File: src/sv/dq_pkg.sv
// Shared types and constants of the double-ended queue.
`default_nettype none

package dq_pkg;

  localparam int unsigned DEF_CAPACITY = 1024;
  localparam int unsigned DATA_W       = 64;
  localparam int unsigned IDX_W        = 11;
  localparam int unsigned COUNT_W      = 11;
  localparam int unsigned REQ_W        = 3;
  localparam int unsigned STATUS_W     = 2;
  localparam int unsigned QUEUE_DEPTH  = 2;

  typedef logic [COUNT_W-1:0] count_t;

  typedef enum logic [REQ_W-1:0] {
    REQ_PUSH_BACK  = 3'd0,
    REQ_PUSH_FRONT = 3'd1,
    REQ_POP_BACK   = 3'd2,
    REQ_POP_FRONT  = 3'd3,
    REQ_READ       = 3'd4,
    REQ_CLEAR      = 3'd5
  } req_e;

  typedef enum logic [STATUS_W-1:0] {
    ST_OK    = 2'd0,
    ST_FULL  = 2'd1,
    ST_EMPTY = 2'd2,
    ST_RANGE = 2'd3
  } status_e;

  typedef enum logic [1:0] {
    MEM_NONE  = 2'd0,
    MEM_WRITE = 2'd1,
    MEM_READ  = 2'd2
  } mem_op_e;

  // Classified request handed from the front to the back.
  typedef struct packed {
    mem_op_e op;
    count_t  count;
    status_e status;
  } ctl_t;

endpackage

`default_nettype wire

File: src/sv/dq_queue.sv
// Short FIFO of classified requests between front and back.
`default_nettype none

module dq_queue #(
  parameter  int unsigned ADDR_W = 10,
  localparam int unsigned DEPTH  = dq_pkg::QUEUE_DEPTH,
  localparam int unsigned PW     = (DEPTH > 1) ? $clog2(DEPTH) : 1,
  localparam int unsigned FW     = $clog2(DEPTH + 1)
) (
  input  logic                          clk_i,
  input  logic                          rst_ni,
  input  logic                          push_i,
  input  dq_pkg::ctl_t                  ctl_i,
  input  logic [ADDR_W-1:0]             addr_i,
  input  logic [dq_pkg::DATA_W-1:0]     data_i,
  input  logic                          pop_i,
  output logic                          full_o,
  output logic                          valid_o,
  output dq_pkg::ctl_t                  ctl_o,
  output logic [ADDR_W-1:0]             addr_o,
  output logic [dq_pkg::DATA_W-1:0]     data_o
);

  localparam logic [PW-1:0] LastSlot = PW'(DEPTH - 1);
  localparam logic [FW-1:0] FullCnt  = FW'(DEPTH);

  dq_pkg::ctl_t              ctl_mem_q  [DEPTH];
  logic [ADDR_W-1:0]         addr_mem_q [DEPTH];
  logic [dq_pkg::DATA_W-1:0] data_mem_q [DEPTH];

  logic [PW-1:0] wr_ptr_q, wr_ptr_d;
  logic [PW-1:0] rd_ptr_q, rd_ptr_d;
  logic [FW-1:0] fill_q, fill_d;
  logic          do_push, do_pop;

  assign full_o  = (fill_q == FullCnt);
  assign valid_o = (fill_q != '0);
  assign do_push = push_i & ~full_o;
  assign do_pop  = pop_i & valid_o;

  assign ctl_o  = ctl_mem_q[rd_ptr_q];
  assign addr_o = addr_mem_q[rd_ptr_q];
  assign data_o = data_mem_q[rd_ptr_q];

  always_comb begin
    wr_ptr_d = wr_ptr_q;
    rd_ptr_d = rd_ptr_q;
    fill_d   = fill_q;
    if (do_push) begin
      wr_ptr_d = (wr_ptr_q == LastSlot) ? '0 : wr_ptr_q + 1'b1;
    end
    if (do_pop) begin
      rd_ptr_d = (rd_ptr_q == LastSlot) ? '0 : rd_ptr_q + 1'b1;
    end
    if (do_push && !do_pop) begin
      fill_d = fill_q + 1'b1;
    end else if (do_pop && !do_push) begin
      fill_d = fill_q - 1'b1;
    end
  end

  always_ff @(posedge clk_i or negedge rst_ni) begin
    if (!rst_ni) begin
      wr_ptr_q <= '0;
      rd_ptr_q <= '0;
      fill_q   <= '0;
    end else begin
      wr_ptr_q <= wr_ptr_d;
      rd_ptr_q <= rd_ptr_d;
      fill_q   <= fill_d;
    end
  end

  always_ff @(posedge clk_i) begin
    if (do_push) begin
      ctl_mem_q[wr_ptr_q]  <= ctl_i;
      addr_mem_q[wr_ptr_q] <= addr_i;
      data_mem_q[wr_ptr_q] <= data_i;
    end
  end

endmodule

`default_nettype wire

File: config.mk
export PLATFORM = sky130hd
export DESIGN_NAME = dq_queue
export DESIGN_NICKNAME = d
export VERILOG_FILES = /design/src/sv/dq_pkg.sv /design/src/sv/dq_queue.sv
export SDC_FILE = /design/constraint.sdc
export NUM_CORES = 1
export LEC_CHECK = 0
export BUFFER_PORTS_ARGS = -buffer_cell sky130_fd_sc_hd__clkbuf_2
export CAP_MARGIN = 0
export CELL_PAD_IN_SITES_DETAIL_PLACEMENT = 1
export CELL_PAD_IN_SITES_GLOBAL_PLACEMENT = 1
export CORE_MARGIN = 3
export CORE_UTILIZATION = 36
export DETAILED_ROUTE_END_ITERATION = 8
export GPL_ROUTABILITY_DRIVEN = 0
export PLACE_DENSITY_LB_ADDON = 0.12
export SYNTH_ARGS = -nofsm -noshare
export SYNTH_HDL_FRONTEND = slang
export SYNTH_SLANG_ARGS = --single-unit
File: constraint.sdc
create_clock -name clk_i -period 8.6 [get_ports clk_i]
set_input_delay 1.72 -clock clk_i [delete_from_list [all_inputs] [get_ports clk_i]]
set_output_delay 1.72 -clock clk_i [all_outputs]
set_load 0.02 [all_outputs]
==> flow_summary_export.csv <==
group,metric,value,unit
outcome,status,"finished, final reports clean",
clock_network,worstSkewPairLatency,0.42,ns
worst_setup_path,worstSetupEndpointType,"output port",
layout,final_cells,765,
floorplan,fp.dieW,146.2,µm
hold_path,hold_path_depth,1,
worst_setup_path,cp.arrival,2.83,ns
yosys,synthCells,296,
yosys,synth_area,7073,µm²
timing,fmax,219.7,MHz
power_and_ir_drop,p_clk_frac,0.243,
yosys,async_flop_share,0.02198,
layout,fillCellCount,1891,
drt,drt_pass1_iterations,4,
power_and_ir_drop,p_sw,1.020,mW
timing,finalSetupTns,0,ns
hold_path,hp-class,"reg2reg",
clock_network,cts-root-buf,"clkbuf_16",
drt,viasPerCell,4.414,
worst_setup_path,path_max_fanout,56,
worst_setup_path,cpMaxStageDelayCell,"buf_4",
power_and_ir_drop,power_density,362.9,nW/µm²
timing,min_period,4.552,ns
grt,antenna_found_initial,2,
power_and_ir_drop,vdd_drop_max,0.1520,mV
drt,route.final.wire_length,13490,µm
yosys,synth.avg_cell_area,23.90,µm²
layout,antenna_cells,0,
layout,nNetsFinal,586,
yosys,synth_seq_area_share,0.7699,
clock_network,cts-resized-gates,0,
clock_network,h-tree-depth,4,
hold_path,hold-path-endpoint,"fill_q[1]$_DFFE_PN0P_",
drt,detail-route-antenna-nets,0,
grt,grt_util_all_layers,0.1281,
worst_setup_path,path_cells,"buf_4 -> mux2_4 -> clkbuf_2",
yosys,ys_types,15,
timing,hold_viol,0,
floorplan,fp-row-count,50,
layout,final_cell_mix,"183 x clkbuf_2, 178 x edfxtp_1, 89 x mux2_4, 17 x clkbuf_16, 4 x buf_4",
grt,grt_pass1_vias,3772,
drt,drc,0,
clock_network,path_clk_slew,0.06,ns
timing,tightest_slew,1.094,ns
timing,fin_ws,4.048,ns
clock_network,clock_sinks,182,
floorplan,die-area,21370,µm²
drt,vias,3377,
worst_setup_path,slowest_delay,0.90,ns
worst_setup_path,reg2reg_depth,3,
worst_setup_path,timing.rr.end,"ctl_mem_q[1][8]$_DFFE_PP_",
worst_setup_path,r2r_setup_slack,6.32,ns
yosys,synth_ff_type,"edfxtp_1",
floorplan,die_h,146.2,µm
timing,clock_skew,0.01237,ns
timing,fin_crit_sh,0.5293,
worst_setup_path,crit_required,6.88,ns
clock_network,cts.path.max_buffers,2,
yosys,ys_warn_count,0,
timing,maxSlewViolCount,0,
place,io_buffers,183,
worst_setup_path,timing.rr.start,"fill_q[0]$_DFFE_PN0P_",
worst_setup_path,criticalPathCategory,"reg2out",
floorplan,num_io_pins,184,
floorplan,start_util,0.3719,
yosys,synth_edf_count,178,
layout,drive_above_1_share,0.6119,
timing,maxSlewHeadroom,0.2704,
drt,avgRoutedWirePerCell,17.63,µm
power_and_ir_drop,power.share.combinational,0.344,
layout,final_common_cell,"clkbuf_2",
clock_network,post_cts_buffers,0,
floorplan,core,19020,µm²
drt,initialDrtViolationCount,167,
job,cap_violations,0,
power_and_ir_drop,p_int,2.158,mW
clock_network,cts_tree,"yes",
worst_setup_path,start_kind,"flip-flop",
layout,area_growth,23.81,%
grt,grt_pass1_wl,20760,µm
place,hpwl,8961,µm
grt,overflow,0,
clock_network,cts.hold.buffers_added,0,
clock_network,numCtsBuffers,17,
place,post-place-cells,733,
hold_path,hp-start,"fill_q[1]$_DFFE_PN0P_",
timing,rsz0062_at_grt,"false",
power_and_ir_drop,switching_share,0.3209,
layout,seqCellArea,5449,µm²
timing,finalSetupViolCount,0,
yosys,ys_seq_elements,182,
grt,grt_max_degree,57,
yosys,synthesis.nets,390,
layout,multi_input_area,1441,µm²
power_and_ir_drop,sequentialPowerShare,0.413,
power_and_ir_drop,p_leak,3.554,nW
place,pre_cts_ws,4.438,ns
-- flip-flops by register name, summed over array words and instances, names as in the netlist --
register	count
addr_mem_q	20
ctl_mem_q	30
data_mem_q	128
fill_q	2
rd_ptr_q	1
wr_ptr_q	1
-- Yosys cell counts (2+ instances only) --
| master | instances | area, µm² |
|---|---|---|
| edfxtp_1 | 178 | 5345 |
| mux2_4 | 89 | 1336 |
| buf_12 | 9 | 180.2 |
| dfrtp_1 | 4 | 100.1 |
| xnor2_1 | 3 | 26.28 |
| inv_1 | 2 | 7.510 |
| nor2_1 | 2 | 7.510 |
| xor2_1 | 2 | 17.52 |
-- cell type report --
cell class,count,share of cell area
clock buffer,19,0.04944
timing repair buffer,187,0.1080
sequential,182,0.6222
clock inverter,13,0.01772
multi-input combinational,102,0.1646
tap,260,0.03715
inverter,2,0.0008573
-- how the worst max path moves through the flow --
stage	cells after the start	from	slack (ns)	end
3_5_place_dp	3	rd_ptr_q$_DFFE_PN0P_	4.44	data_o[14]
5_1_grt	3	rd_ptr_q$_DFFE_PN0P_	3.91	data_o[52]
3_3_place_gp	3	rd_ptr_q$_DFFE_PN0P_	4.47	data_o[52]
2_1_floorplan	2	push_i	2.55	addr_mem_q[0][0]$_DFFE_PP_
4_1_cts	3	rd_ptr_q$_DFFE_PN0P_	3.98	data_o[14]
6_report	3	rd_ptr_q$_DFFE_PN0P_	4.05	data_o[52]
-- logic make-up after synthesis --
group	synth area share
adders and majority gates	0.001769
DFF	0.7699
xor gates and xnor gates	0.006193
buffers and inverters	0.02813
muxes	0.1889
and+or+nand+nor	0.005132
-- worst max-delay path, delay by kind of cell, from the launching register on --
family	cells	cell delay, ns
multiplexers	1	0.36
buffers and inverters	2	1.06
flip-flops	1	0.86
-- per-stage QoR --
stage | hold slack (ns) | power [mW] | cell area, µm² | util
after floorplan | 0.4559 | 2.207 | 7073 | -
after global placement | 0.4754 | 2.437 | 8169 | 0.4295
after detailed placement | 0.4924 | 2.454 | 8169 | 0.4295
after CTS | 0.5064 | 3.236 | 8757 | 0.4605
after global routing | 0.5625 | 3.339 | 8757 | 0.4605
final | 0.5064 | 3.178 | 8757 | 0.4605
-- power groups by stage --
stage	combinational (mW)	clock (mW)	sequential, mW
final	1.09	0.774	1.31
after global routing	1.17	0.838	1.33
after CTS	1.12	0.798	1.32
after detailed placement	1.12	0	1.34
after global placement	1.11	0	1.32
after floorplan	0.915	0	1.29
-- metal layers --
metal	vias up	global-route usage	wire length, µm
li1	1558	-	-
met1	1687	0.1458	5507
met2	108	0.2153	6766
met3	20	0.04904	945
met4	4	0.05644	242
met5	-	0	27
(Power assumes the default switching activity.)
