### src/sv/dq_pkg.sv
// Shared types and constants of the double-ended queue.
`default_nettype none

package dq_pkg;

  localparam int unsigned DEF_CAPACITY = 1024;
  localparam int unsigned DATA_W       = 64;
  localparam int unsigned IDX_W        = 11;
  localparam int unsigned COUNT_W      = 11;
  localparam int unsigned REQ_W        = 3;
  localparam int unsigned STATUS_W     = 2;
  localparam int unsigned QUEUE_DEPTH  = 2;

  typedef logic [COUNT_W-1:0] count_t;

  typedef enum logic [REQ_W-1:0] {
    REQ_PUSH_BACK  = 3'd0,
    REQ_PUSH_FRONT = 3'd1,
    REQ_POP_BACK   = 3'd2,
    REQ_POP_FRONT  = 3'd3,
    REQ_READ       = 3'd4,
    REQ_CLEAR      = 3'd5
  } req_e;

  typedef enum logic [STATUS_W-1:0] {
    ST_OK    = 2'd0,
    ST_FULL  = 2'd1,
    ST_EMPTY = 2'd2,
    ST_RANGE = 2'd3
  } status_e;

  typedef enum logic [1:0] {
    MEM_NONE  = 2'd0,
    MEM_WRITE = 2'd1,
    MEM_READ  = 2'd2
  } mem_op_e;

  // Classified request handed from the front to the back.
  typedef struct packed {
    mem_op_e op;
    count_t  count;
    status_e status;
  } ctl_t;

endpackage

`default_nettype wire

### src/sv/dq_front.sv
// Front end: accepts requests, keeps front pointer and count, classifies.
`default_nettype none

module dq_front #(
  parameter  int unsigned CAPACITY = dq_pkg::DEF_CAPACITY,
  localparam int unsigned PTR_W    = $clog2(CAPACITY),
  localparam int unsigned CNT_W    = $clog2(CAPACITY + 1),
  localparam int unsigned CMP_W    = (CNT_W > 12) ? CNT_W : 12
) (
  input  logic                                 clk_i,
  input  logic                                 rst_ni,
  input  logic                                 start_i,
  input  logic                                 q_full_i,
  input  logic        [dq_pkg::REQ_W-1:0]      req_type_i,
  input  logic signed [dq_pkg::DATA_W-1:0]     value_i,
  input  logic signed [dq_pkg::IDX_W-1:0]      index_i,
  output logic                                 push_o,
  output dq_pkg::ctl_t                         ctl_o,
  output logic        [PTR_W-1:0]              addr_o,
  output logic        [dq_pkg::DATA_W-1:0]     data_o
);

  localparam logic [PTR_W:0]   CapExt  = (PTR_W + 1)'(CAPACITY);
  localparam logic [CNT_W-1:0] CapCnt  = CNT_W'(CAPACITY);
  localparam logic [PTR_W-1:0] LastPos = PTR_W'(CAPACITY - 1);

  logic [CNT_W-1:0] cnt_q, cnt_d;
  logic [PTR_W-1:0] front_q, front_d;

  logic                    accept;
  logic                    full, empty;
  logic                    idx_neg, rd_ok;
  logic signed [CMP_W-1:0] idx_s;
  logic        [CMP_W-1:0] idx_u, mag_u, cnt_ext, off_ext;
  logic        [PTR_W-1:0] front_inc, front_dec;

  // Wrap base + off into the ring; both are below CAPACITY.
  function automatic logic [PTR_W-1:0] ring_pos(input logic [PTR_W-1:0] base,
                                                input logic [PTR_W-1:0] off);
    logic [PTR_W:0] sum;
    sum = {1'b0, base} + {1'b0, off};
    if (sum >= CapExt) begin
      sum = sum - CapExt;
    end
    return sum[PTR_W-1:0];
  endfunction

  assign accept    = start_i & ~q_full_i;
  assign full      = (cnt_q == CapCnt);
  assign empty     = (cnt_q == '0);
  assign front_inc = (front_q == LastPos) ? '0 : front_q + 1'b1;
  assign front_dec = (front_q == '0) ? LastPos : front_q - 1'b1;

  assign idx_s   = CMP_W'(index_i);
  assign idx_u   = idx_s;
  assign idx_neg = idx_s[CMP_W-1];
  assign mag_u   = '0 - idx_u;
  assign cnt_ext = CMP_W'(cnt_q);
  assign rd_ok   = idx_neg ? (mag_u <= cnt_ext) : (idx_u < cnt_ext);
  assign off_ext = idx_neg ? (cnt_ext - mag_u) : idx_u;

  always_comb begin
    cnt_d        = cnt_q;
    front_d      = front_q;
    ctl_o.op     = dq_pkg::MEM_NONE;
    ctl_o.status = dq_pkg::ST_OK;
    addr_o       = '0;
    if (accept) begin
      unique case (dq_pkg::req_e'(req_type_i))
        dq_pkg::REQ_PUSH_BACK: begin
          if (full) begin
            ctl_o.status = dq_pkg::ST_FULL;
          end else begin
            ctl_o.op = dq_pkg::MEM_WRITE;
            addr_o   = ring_pos(front_q, cnt_q[PTR_W-1:0]);
            cnt_d    = cnt_q + 1'b1;
          end
        end
        dq_pkg::REQ_PUSH_FRONT: begin
          if (full) begin
            ctl_o.status = dq_pkg::ST_FULL;
          end else begin
            ctl_o.op = dq_pkg::MEM_WRITE;
            addr_o   = front_dec;
            front_d  = front_dec;
            cnt_d    = cnt_q + 1'b1;
          end
        end
        dq_pkg::REQ_POP_BACK: begin
          if (empty) begin
            ctl_o.status = dq_pkg::ST_EMPTY;
          end else begin
            cnt_d = cnt_q - 1'b1;
          end
        end
        dq_pkg::REQ_POP_FRONT: begin
          if (empty) begin
            ctl_o.status = dq_pkg::ST_EMPTY;
          end else begin
            front_d = front_inc;
            cnt_d   = cnt_q - 1'b1;
          end
        end
        dq_pkg::REQ_READ: begin
          if (rd_ok) begin
            ctl_o.op = dq_pkg::MEM_READ;
            addr_o   = ring_pos(front_q, off_ext[PTR_W-1:0]);
          end else begin
            ctl_o.status = dq_pkg::ST_RANGE;
          end
        end
        dq_pkg::REQ_CLEAR: begin
          cnt_d   = '0;
          front_d = '0;
        end
        default: begin
        end
      endcase
    end
    ctl_o.count = dq_pkg::count_t'(cnt_d);
  end

  assign push_o = accept;
  assign data_o = value_i;

  always_ff @(posedge clk_i or negedge rst_ni) begin
    if (!rst_ni) begin
      cnt_q   <= '0;
      front_q <= '0;
    end else begin
      cnt_q   <= cnt_d;
      front_q <= front_d;
    end
  end

endmodule

`default_nettype wire

### config.mk
export PLATFORM = sky130hd
export DESIGN_NAME = dq_front
export DESIGN_NICKNAME = d
export VERILOG_FILES = /design/src/sv/dq_pkg.sv /design/src/sv/dq_front.sv
export SDC_FILE = /design/constraint.sdc
export NUM_CORES = 1
export LEC_CHECK = 0
export ABC_CLOCK_PERIOD_IN_PS = 10800
export BUFFER_PORTS_ARGS = -buffer_cell sky130_fd_sc_hd__buf_2
export CAP_MARGIN = 20
export CORE_MARGIN = 2
export CORE_UTILIZATION = 55
export DETAILED_ROUTE_END_ITERATION = 12
export GPL_TIMING_DRIVEN = 0
export PLACE_DENSITY = 0.88
export SETUP_SLACK_MARGIN = 0.1
export SYNTH_ARGS = -nofsm -noshare
export SYNTH_HDL_FRONTEND = slang
export SYNTH_SLANG_ARGS = --single-unit
### constraint.sdc
create_clock -name clk_i -period 10.8 [get_ports clk_i]
set_input_delay 2.16 -clock clk_i [delete_from_list [all_inputs] [get_ports clk_i]]
set_output_delay 2.16 -clock clk_i [all_outputs]
set_load 0.005 [all_outputs]
==> results.txt, run 1 <==
Starting density of the core -> 57.3%
Multi-input combinational cell area -> 0.00321 sq mm
Clock Sinks -> 21
Crit path time final -> 8.49 ns
R2r endpoint -> front_q[8]
#FFs+latches synth -> 21
Share of layout cells above drive strength 1 -> 28.4%
Standard-cell rows -> 32
Dpl hpwl -> 11000 um
Slew Viols, Final -> 0
CP most frequent cell -> ha_1
CTS tree -> built
WS Path Type -> in2out
# setup viols final -> 0
Data arrival, critical path -> 6.33 ns
DRT iter0 DRCs -> 300
Logic pwr share -> 77.1%
Hold Path Class -> reg2reg
HP Start -> cnt_q[0]
P_sw -> 530 uW
Initial antenna violation count -> 0
CP max stage cell -> a2111oi_1
Via count -> 4979
GRT Total Usage -> 29.8%
Most used DFF post-synth -> dfrtp_1
Mapped Avg Cell Area -> 7.35 sq um
Maximum clock insertion buffer count -> 2
Max FO, Critical Path -> 7
Max incr delay on CP -> 0.48 ns
IO Pins -> 172
Total chip power -> 991 uW
Crit. End Element -> primary output
Clock power share -> 5.5%
DR pass1 iterations -> 5
Drt total wl -> 13600 um
Post-synth EDFFs -> 0
P&R area growth vs syn -> 15.7%
Per-cell routed wire length -> 16.6 um
Post-Syn Instances -> 609
R2R Setup Slk -> 8.01 ns
NumNets Final -> 858
Maximum resistive drop on vdd -> 0.000115 V
Syn nets -> 747
CTS resizes -> 0
YS warnings -> 0
Critical Path Stages -> 20
Critical Path, Cell by Cell -> buf_2, inv_1, ha_1, xnor2_1, ha_1, nor2b_1, o21ai_0, nand2b_1, xor2_1, mux2_2, ha_1, clkbuf_1, a21oi_1, nand2_1, a2111oi_1, o21ai_0, a21oi_1, xor3_1, o22ai_1, buf_2
Max cap viols -> 0
Hold-critical path depth -> 2
Clock Latency Late Sink -> 0.27 ns
FF-to-FF path depth -> 9
Number of failing hold endpoints at the final stage -> 0
Largest net degree at the start of global routing -> 22
Crit path buf inv count -> 4
Worst EP required -> 8.64 ns
Global route overflow -> 0
CP delay by family, top -> compound AO/OA/AOI/OAI gates
Leak -> 2.54 nW
Slew margin rel. -> 48.8%
Cts hold-fix bufs -> 0
Die ar. -> 0.00887 sq mm
RePlAce Congestion -> 0.972
Final TNS setup -> 0 ns
Residual DRC -> 0
Worst-Margin Slew -> 0.759 ns
Core ar. -> 0.00781 sq mm
Sequential Area -> 526 sq um
Worst Hold Path EP -> cnt_q[0]
Die Y -> 94.2 um
Register area share after synthesis -> 11.7%
Peak Freq -> 118 MHz
Seq pwr share -> 17.4%
Total clock buffers created by CTS -> 3
Vias in the first global route -> 4546
Post CTS Setup Buffer Count -> 0
Reg clk slew, reported paths -> 0.08 ns
Switching Fraction -> 53.4%
Max H-tree Level -> 1
Worst R2R Start -> cnt_q[1]
First-pass GRT wire length -> 21300 um
Die W -> 94.2 um
PortBufs -> 106
Post-synthesis cell type count -> 70
Post-synth ARST share -> 100%
Post-route fraction of the period consumed by the critical path -> 78.6%
Cell area after synthesis -> 0.00448 sq mm
N_diodes -> 0
Unrepaired setup endpoints after global routing -> no
Root Buffer -> clkbuf_8
Internal -> 462 uW
Crit start category -> primary input
Fillers -> 697
P per Cell Area -> 191 mW/mm^2
Status -> finished, final reports clean
Layout Skew -> 0.00405 ns
Via/cell ratio -> 6.06
ANT nets after route -> 0
flip-flops by register name, indices dropped and copies added, names as in the netlist:
register  cells
front_q      10
cnt_q        11
cell type report:
type,instances,area share [%]
Tap cell,102,2.46
Timing Repair Buffer,106,10.2
Clock buffer,4,0.870
Multi-Input combinational cell,463,62.0
Buffer,87,11.5
Sequential cell,21,10.1
Inverter,38,2.75
logic make-up (layout without fill, tap and decap cells):
group | Yosys count | count (layout) | synth area share (%)
AOI/OAI and AO/OA | 174 | 174 | 25.1
xor gates and xnor gates | 38 | 38 | 7.77
adders and majority gates | 56 | 56 | 16.2
buffers and inverters | 125 | 235 | 16.5
DFF | 21 | 21 | 11.7
muxes | 9 | 9 | 2.18
and+or+nand+nor | 186 | 186 | 20.5
power groups by stage:
| stage | sequential, mW | combinational, mW | clock, mW |
|---|---|---|---|
| 6_report | 0.173 | 0.765 | 0.0543 |
| 5_1_grt | 0.176 | 0.843 | 0.0576 |
| 4_1_cts | 0.169 | 0.749 | 0.0542 |
| 3_5_place_dp | 0.170 | 0.742 | 0 |
| 3_3_place_gp | 0.170 | 0.721 | 0 |
| 2_1_floorplan | 0.143 | 0.578 | 0 |
cells in the final DEF, fill, tap and decap left out, drive strengths merged, types with 14 or more instances in the layout:
master | netlist | routed
buf | 77 | 183
nor2 | 61 | 61
ha | 53 | 53
a21oi | 51 | 51
o21ai | 46 | 46
inv | 38 | 38
nand2 | 32 | 32
nor3 | 24 | 24
xnor2 | 23 | 23
nand3 | 21 | 21
dfrtp | 21 | 21
xor2 | 14 | 14
clkbuf | 10 | 14
how the worst max path moves through the flow:
stage	from	slack (ns)	endpoint
2_1_floorplan	index_i[0]	3.13	addr_o[9]
3_3_place_gp	index_i[0]	2.53	addr_o[9]
3_5_place_dp	index_i[0]	2.45	addr_o[9]
4_1_cts	index_i[0]	2.42	addr_o[9]
5_1_grt	index_i[0]	1.99	addr_o[9]
6_report	index_i[0]	2.31	addr_o[9]
metal layers:
layer	global-route usage [%]	share of wire, %	vias up
li1	-	-	2349
met4	9.18	2.3	0
met5	0	0	-
met2	51.3	47	333
met3	3.37	10	32
met1	38.9	41	2265
metrics by stage:
stage          util [%]  area (sq um)  worst slack [ns]  hold slack, ns  std cells
6_report           66.3          5180              2.31           0.740        821
5_1_grt            66.3          5180              1.99           0.765        821
4_1_cts            66.3          5180              2.42           0.724        821
3_5_place_dp       65.8          5130              2.45           0.688        817
3_3_place_gp       65.8          5130              2.53           0.685        817
2_1_floorplan         -          4480              3.13           0.581        609
tightest hold or removal path, delay by kind of cell, from the launching register on:
kind / cells / cell delay, ns
AOI/OAI and AO/OA: 1 / 0.10
DFF: 1 / 0.50
and+or+nand+nor: 1 / 0.09
cells in the mapped netlist, drive strengths merged, types with 3 or more instances:
library cell / n / area, sq um
nor2b: 8 / 50.1
o21ai: 46 / 230
fa: 3 / 60.1
clkbuf: 10 / 37.5
nand4: 6 / 37.5
a311oi: 5 / 43.8
nor4: 8 / 65.1
nand3: 21 / 105
buf: 77 / 557
o22ai: 5 / 31.3
a21oi: 51 / 255
mux2: 6 / 67.6
mux2i: 3 / 30.0
a221o: 3 / 30.0
a211o: 5 / 45.0
xnor2: 23 / 201
a31oi: 7 / 43.8
a21o: 10 / 75.1
xor2: 14 / 123
nand2: 32 / 120
o21a: 6 / 45.0
dfrtp: 21 / 526
ha: 53 / 663
or2: 3 / 21.3
nor2: 61 / 229
o211ai: 7 / 62.6
inv: 38 / 143
nand2b: 8 / 50.1
or4: 3 / 22.5
o32a: 5 / 51.3
nor3: 24 / 125
and3: 3 / 23.8
a2111oi: 3 / 27.5
(Power assumes the default switching activity.)
==> inputs of run 2 (changes only) <==
--- a/config.mk
+++ b/config.mk
@@ -5,14 +5,14 @@
 export SDC_FILE = /design/constraint.sdc
 export NUM_CORES = 1
 export LEC_CHECK = 0
-export ABC_CLOCK_PERIOD_IN_PS = 10800
+export ABC_CLOCK_PERIOD_IN_PS = 7570
 export BUFFER_PORTS_ARGS = -buffer_cell sky130_fd_sc_hd__buf_2
 export CAP_MARGIN = 20
 export CORE_MARGIN = 2
-export CORE_UTILIZATION = 55
+export CORE_UTILIZATION = 46
 export DETAILED_ROUTE_END_ITERATION = 12
 export GPL_TIMING_DRIVEN = 0
-export PLACE_DENSITY = 0.88
+export PLACE_DENSITY = 0.79
 export SETUP_SLACK_MARGIN = 0.1
 export SYNTH_ARGS = -nofsm -noshare
 export SYNTH_HDL_FRONTEND = slang
==> constraint.sdc (replaced) <==
create_clock -name clk_i -period 7.57 [get_ports clk_i]
set_input_delay 1.514 -clock clk_i [delete_from_list [all_inputs] [get_ports clk_i]]
set_output_delay 1.514 -clock clk_i [all_outputs]
set_load 0.005 [all_outputs]
==> run 2 against run 1 <==
  * Global-route usage shrank 5.2 points
  * First-iteration DRC count shrank 26%
  * Clock skew grew 0.0033 ns
  * Highest routed layer unchanged
==> results.txt, run 2 (same netlist as run 1, synthesis figures left out) <==
Met2 wire len -> 6170 um (-3.0%)
Crit path buf inv count -> 4 (unchanged)
RePlAce Congestion -> 0.951 (-2.2%)
Crit path time final -> 7.22 ns
Fin util -> 55.9% (-10 points)
Data arrival, critical path -> 5.71 ns (-0.62 ns)
Layout Skew -> 0.00736 ns (+0.00332 ns)
Core ar. -> 0.00933 sq mm (+19%)
Vias in the first global route -> 4329 (-4.8%)
Crit. End Element -> primary output
Residual DRC -> 0 (unchanged)
Maximum clock insertion buffer count -> 2 (unchanged)
Die Y -> 103 um (+8.9%)
Via count -> 4822 (-3.2%)
Worst EP required -> 6.06 ns (-2.58 ns)
Starting density of the core -> 48.0% (-9.3 points)
Commonest non-fill, non-tap cell in the layout -> buf_2
CTS tree -> built
Initial antenna violation count -> 0 (unchanged)
Clock Latency Late Sink -> 0.27 ns (about the same)
CP max stage cell -> a2111oi_1
Worst-Margin Slew -> 0.732 ns (-0.0273 ns)
Post CTS Setup Buffer Count -> 0 (unchanged)
Status -> finished, final reports clean
# setup viols final -> 0 (unchanged)
Cts hold-fix bufs -> 0 (unchanged)
Sequential Area -> 526 sq um (unchanged)
GRT Total Usage -> 24.6% (-5.2 points)
Metal-1 WL -> 5830 um (+4.8%)
Finished Layout Cells -> 848 (+3.3%)
Maximum resistive drop on vdd -> 0.000126 V (+9.6%)
Standard-cell rows -> 35 (+9.4%)
P&R area growth vs syn -> 16.5%
CP delay by family, top -> compound AO/OA/AOI/OAI gates
Share of layout cells above drive strength 1 -> 28.5% (+0.14 points)
Clock Sinks -> 21 (unchanged)
Per-cell routed wire length -> 15.6 um (-6.3%)
P per Cell Area -> 269 mW/mm^2 (+41%)
Total clock buffers created by CTS -> 3 (unchanged)
WS Path Type -> in2out
Largest registers -> cnt_q: 11 flops, front_q: 10 flops
CP most frequent cell -> ha_1
Hold Path Class -> reg2reg
Placed Cells -> 844 (+3.3%)
Leak -> 2.54 nW (+0.11%)
DRT iter0 DRCs -> 221 (-26%)
Max H-tree Level -> 1 (unchanged)
Critical Path, Cell by Cell -> buf_2, inv_1, ha_1, xnor2_1, ha_1, nor2b_1, o21ai_0, nand2b_1, xor2_1, mux2_2, ha_1, clkbuf_1, a21oi_1, nand2_1, a2111oi_1, o21ai_0, a21oi_1, xor3_1, o22ai_1, buf_2
Largest net degree at the start of global routing -> 22 (unchanged)
Max cap viols -> 0 (unchanged)
Unrepaired setup endpoints after global routing -> no
Fillers -> 931 (+34%)
Die ar. -> 0.0105 sq mm (+19%)
Global route overflow -> 0 (unchanged)
First-pass GRT wire length -> 20800 um (-2.3%)
Number of failing hold endpoints at the final stage -> 0 (unchanged)
Multi-input combinational cell area -> 0.00321 sq mm (unchanged)
Max FO, Critical Path -> 7 (unchanged)
Drt total wl -> 13200 um (-3.2%)
ANT nets after route -> 0 (unchanged)
Reg clk slew, reported paths -> 0.08 ns (about the same)
Finished layout cell area -> 0.00521 sq mm (+0.68%)
Final TNS setup -> 0 ns (unchanged)
Met3 WL post-DR -> 1050 um (-24%)
Most frequent cells in the layout -> 113 x buf_2, 67 x buf_4, 61 x nor2_1
Post-route fraction of the period consumed by the critical path -> 95.4%
PortBufs -> 106 (unchanged)
Placed Area -> 0.00517 sq mm (+0.66%)
Crit start category -> primary input
DR pass1 iterations -> 5 (unchanged)
Dpl hpwl -> 11000 um (about the same)
Die W -> 103 um (+8.9%)
IO Pins -> 172 (unchanged)
WHS -> 0.729 ns (-0.0105 ns)
Max Used Layer -> met4
Peak Freq -> 138 MHz
N_diodes -> 0 (unchanged)
Via/cell ratio -> 5.69 (-6.2%)
NumNets Final -> 858 (unchanged)
Max incr delay on CP -> 0.55 ns (+0.07 ns)
Slew margin rel. -> 50.7% (+1.8 points)
Biggest register -> cnt_q
Slew Viols, Final -> 0 (unchanged)
Root Buffer -> clkbuf_8
CTS resizes -> 0 (unchanged)
Largest register FFs -> 11 (unchanged)
==> run 2: cell types whose count changed in the layout (fill, tap and decap cells not counted) <==
cell      previous run  this run
clkinv_2             0         1
clkbuf_1            11        10
==> run 2: through the flow <==
step,setup slack (ns),total power [mW]
after CTS,0.402,1.39
after global routing,0.133,1.54
after floorplan,1.19,1.03
after global placement,0.556,1.29
final,0.346,1.40
after detailed placement,0.435,1.31
==> run 2: where the power goes <==
| part | total, mW | switching, mW | internal [mW] |
|---|---|---|---|
| combinational | 1.08 | 0.611 | 0.470 |
| clock | 0.0759 | 0.0391 | 0.0367 |
| sequential | 0.246 | 0.0962 | 0.150 |
==> run 2: final timing paths <==
check                            from          to  slack [ns]  cells past startpoint
hold reg to reg              cnt_q[0]    cnt_q[0]        0.73                      2
max in group asynchronous      rst_ni    cnt_q[2]        6.02                      1
min in group asynchronous      rst_ni  front_q[7]        1.20                      1
setup reg to reg             cnt_q[1]  front_q[8]        4.81                      9
hold / removal               cnt_q[0]    cnt_q[0]        0.73                      2
setup / recovery           index_i[0]   addr_o[9]        0.35                     20
==> run 2: final cells by class <==
type / instances / share of cell area (%)
Buffer: 87 / 11.4
Clock buffer: 3 / 0.792
Clock inverter: 1 / 0.0960
Inverter: 38 / 2.74
Multi-Input combinational cell: 463 / 61.6
Sequential cell: 21 / 10.1
Tap cell: 129 / 3.10
Timing Repair Buffer: 106 / 10.2
==> run 2: per-layer routing <==
layer | track usage (%) | vias up
met2 | 42.3 | 232
met3 | 1.97 | 16
met4 | 4.31 | 0
li1 | - | 2352
met5 | 0 | -
met1 | 34.2 | 2222
==> run 2: tightest hold or removal path, stage by stage (launching register included) <==
cell and delay, ns:
dfrtp_1 0.50, nand2_1 0.09, o21ai_0 0.09
==> inputs of run 3 (changes only) <==
--- a/config.mk
+++ b/config.mk
@@ -6,11 +6,11 @@
 export NUM_CORES = 1
 export LEC_CHECK = 0
 export ABC_CLOCK_PERIOD_IN_PS = 7570
-export BUFFER_PORTS_ARGS = -buffer_cell sky130_fd_sc_hd__buf_2
 export CAP_MARGIN = 20
 export CORE_MARGIN = 2
-export CORE_UTILIZATION = 46
+export CORE_UTILIZATION = 60
 export DETAILED_ROUTE_END_ITERATION = 12
+export DONT_BUFFER_PORTS = 1
 export GPL_TIMING_DRIVEN = 0
 export PLACE_DENSITY = 0.79
 export SETUP_SLACK_MARGIN = 0.1
==> run 3 against run 2 <==
  * Setup slack improved by 0.31 ns
  * Total power shrank 3.0%
  * Non-clock buffer count shrank 106
  * Flip-flop and latch count did not move
  * Critical path depth down 2
  * Utilization is 8.1 points higher
  * Sequential share of layout area up 1.2 points
  * Maximum frequency up 4.4%
  * Highest routed layer unchanged
  * Register-to-register slack worse by 0.04 ns
  * Cell area down 11%
  * Count of clock-buffer cells in the layout up 1
==> results.txt, run 3 (same netlist as run 1, synthesis figures left out) <==
First-pass GRT wire length -> 20100 um (-3.4%)
Global route overflow -> 0 (unchanged)
Crit start category -> primary input
Slew Viols, Final -> 0 (unchanged)
Reg clk slew, reported paths -> 0.08 ns (about the same)
Crit path time final -> 6.92 ns (-0.306 ns)
ANT nets after route -> 0 (unchanged)
Maximum clock insertion buffer count -> 2 (unchanged)
DR pass1 iterations -> 5 (unchanged)
Via count -> 4614 (-4.3%)
RePlAce Congestion -> 1.02 (+7.6%)
Biggest register -> cnt_q
Via/cell ratio -> 6.48 (+14%)
Largest register FFs -> 11 (unchanged)
CP max stage cell -> a2111oi_1
Cts hold-fix bufs -> 0 (unchanged)
Logic pwr share -> 76.4% (-0.7 points)
N_diodes -> 0 (unchanged)
Most frequent cells in the layout -> 67 x buf_4, 61 x nor2_1, 53 x ha_1
Number of failing hold endpoints at the final stage -> 0 (unchanged)
Max H-tree Level -> 1 (unchanged)
Layout Skew -> 0.00957 ns (+0.00220 ns)
Crit. End Element -> primary output
P per Cell Area -> 293 mW/mm^2 (+8.9%)
Status -> finished, final reports clean
Maximum resistive drop on vdd -> 0.000151 V (+20%)
CTS resizes -> 0 (unchanged)
Internal -> 632 uW (-3.8%)
Total clock buffers created by CTS -> 3 (unchanged)
Max FO, Critical Path -> 7 (unchanged)
IO Pins -> 172 (unchanged)
Per-cell routed wire length -> 17.7 um (+13%)
GRT Total Usage -> 29.5% (+4.9 points)
Clock power share -> 5.8% (+0.4 points)
Total chip power -> 1.36 mW (-3.0%)
Initial antenna violation count -> 0 (unchanged)
Residual DRC -> 0 (unchanged)
Post CTS Setup Buffer Count -> 0 (unchanged)
Placed Cells -> 708 (-16%)
Max cap viols -> 0 (unchanged)
CP delay by family, top -> compound AO/OA/AOI/OAI gates
Clock Sinks -> 21 (unchanged)
Slew margin rel. -> 32.6% (-18 points)
Data arrival, critical path -> 5.40 ns (-0.31 ns)
Starting density of the core -> 61.7% (+14 points)
Unrepaired setup endpoints after global routing -> no
Core ar. -> 0.00725 sq mm (-22%)
Commonest non-fill, non-tap cell in the layout -> buf_4
Vias in the first global route -> 4191 (-3.2%)
Die ar. -> 0.00817 sq mm (-22%)
Peak Freq -> 145 MHz (+4.4%)
WS Path Type -> in2out
CP most frequent cell -> ha_1
Max incr delay on CP -> 0.54 ns (about the same)
Worst EP required -> 6.06 ns (about the same)
P_sw -> 728 uW (-2.4%)
Die W -> 90.4 um (-12%)
Die Y -> 90.4 um (-12%)
Post-route fraction of the period consumed by the critical path -> 91.4% (-4.0 points)
PortBufs -> 0 (-100%)
P&R area growth vs syn -> 3.77%
Standard-cell rows -> 31 (-11%)
Final TNS setup -> 0 ns (unchanged)
Switching Fraction -> 53.6% (+0.35 points)
Largest registers -> cnt_q: 11 flops, front_q: 10 flops
CTS tree -> built
Largest net degree at the start of global routing -> 22 (unchanged)
NumNets Final -> 752 (-12%)
Root Buffer -> clkbuf_8
Drt total wl -> 12600 um (-4.8%)
Crit path buf inv count -> 2 (-2)
Seq pwr share -> 17.8% (+0.3 points)
Critical Path, Cell by Cell -> inv_1, ha_1, xnor2_1, ha_1, nor2b_1, o21ai_0, nand2b_1, xor2_1, mux2_2, ha_1, clkbuf_1, a21oi_1, nand2_1, a2111oi_1, o21ai_0, a21oi_1, xor3_1, o22ai_1
Dpl hpwl -> 10200 um (-7.1%)
Clock Latency Late Sink -> 0.27 ns (about the same)
Share of layout cells above drive strength 1 -> 16.0% (-13 points)
DRT iter0 DRCs -> 248 (+12%)
Worst-Margin Slew -> 0.985 ns (+0.253 ns)
# setup viols final -> 0 (unchanged)
Finished Layout Cells -> 712 (-16%)
Hold Path Class -> reg2reg
Leak -> 2.09 nW (-18%)
-- run 3: cell types whose count changed in the layout (fill, tap and decap cells not counted) --
cell      before  now
buf_2        113    7
clkbuf_1      10   11
clkinv_2       1    0
-- run 3: final timing paths --
path	start	to	slack, ns	depth (start not counted)
hold reg to reg	front_q[8]	front_q[8]	0.73	1
max in group asynchronous	rst_ni	front_q[1]	6.56	0
min in group asynchronous	rst_ni	cnt_q[1]	0.92	0
setup / recovery	index_i[0]	addr_o[9]	0.65	18
setup reg to reg	cnt_q[1]	cnt_q[5]	4.77	8
hold / removal	front_q[8]	front_q[8]	0.73	1
-- run 3: metal layers --
layer	track usage, %	up-vias	wire length [um]
met5	0	-	0
met4	7.44	0	321
met3	3.67	36	1280
met2	51.2	301	5830
met1	38.9	2143	5140
li1	-	2134	-
-- run 3: area by class of cell --
| class | count | area (sq um) |
|---|---|---|
| tap | 99 | 124 |
| sequential | 21 | 526 |
| multi-input combinational | 463 | 3210 |
| buffer | 87 | 594 |
| inverter | 38 | 143 |
| clock buffer | 4 | 45.0 |
| fill | 638 | 2610 |
-- run 3: per-stage QoR --
step | cell area [sq um] | hold WS [ns] | setup slack [ns] | util [%]
5_1_grt | 4640 | 0.771 | 0.438 | 64.0
3_3_place_gp | 4600 | 0.679 | 0.787 | 63.4
3_5_place_dp | 4600 | 0.702 | 0.764 | 63.4
6_report | 4640 | 0.727 | 0.652 | 64.0
4_1_cts | 4640 | 0.721 | 0.738 | 64.0
2_1_floorplan | 4480 | 0.581 | 1.19 | -
-- run 3: power groups by stage --
stage | clock (mW) | combinational (mW) | sequential, mW
finish | 0.0792 | 1.04 | 0.242
global route | 0.0830 | 1.16 | 0.248
CTS | 0.0792 | 1.02 | 0.236
detailed placement | 0 | 1.01 | 0.239
global placement | 0 | 0.986 | 0.238
floorplan | 0 | 0.824 | 0.204
-- run 3: worst reg2reg max path: cells and delay by family, from the launching register on --
family	cells	cell delay [ns]
adder cells (fa/ha/maj)	1	0.25
buffers and inverters	1	0.31
flip-flops	1	0.54
AND/OR/NAND/NOR	3	0.86
AO/OA/AOI/OAI	3	0.71
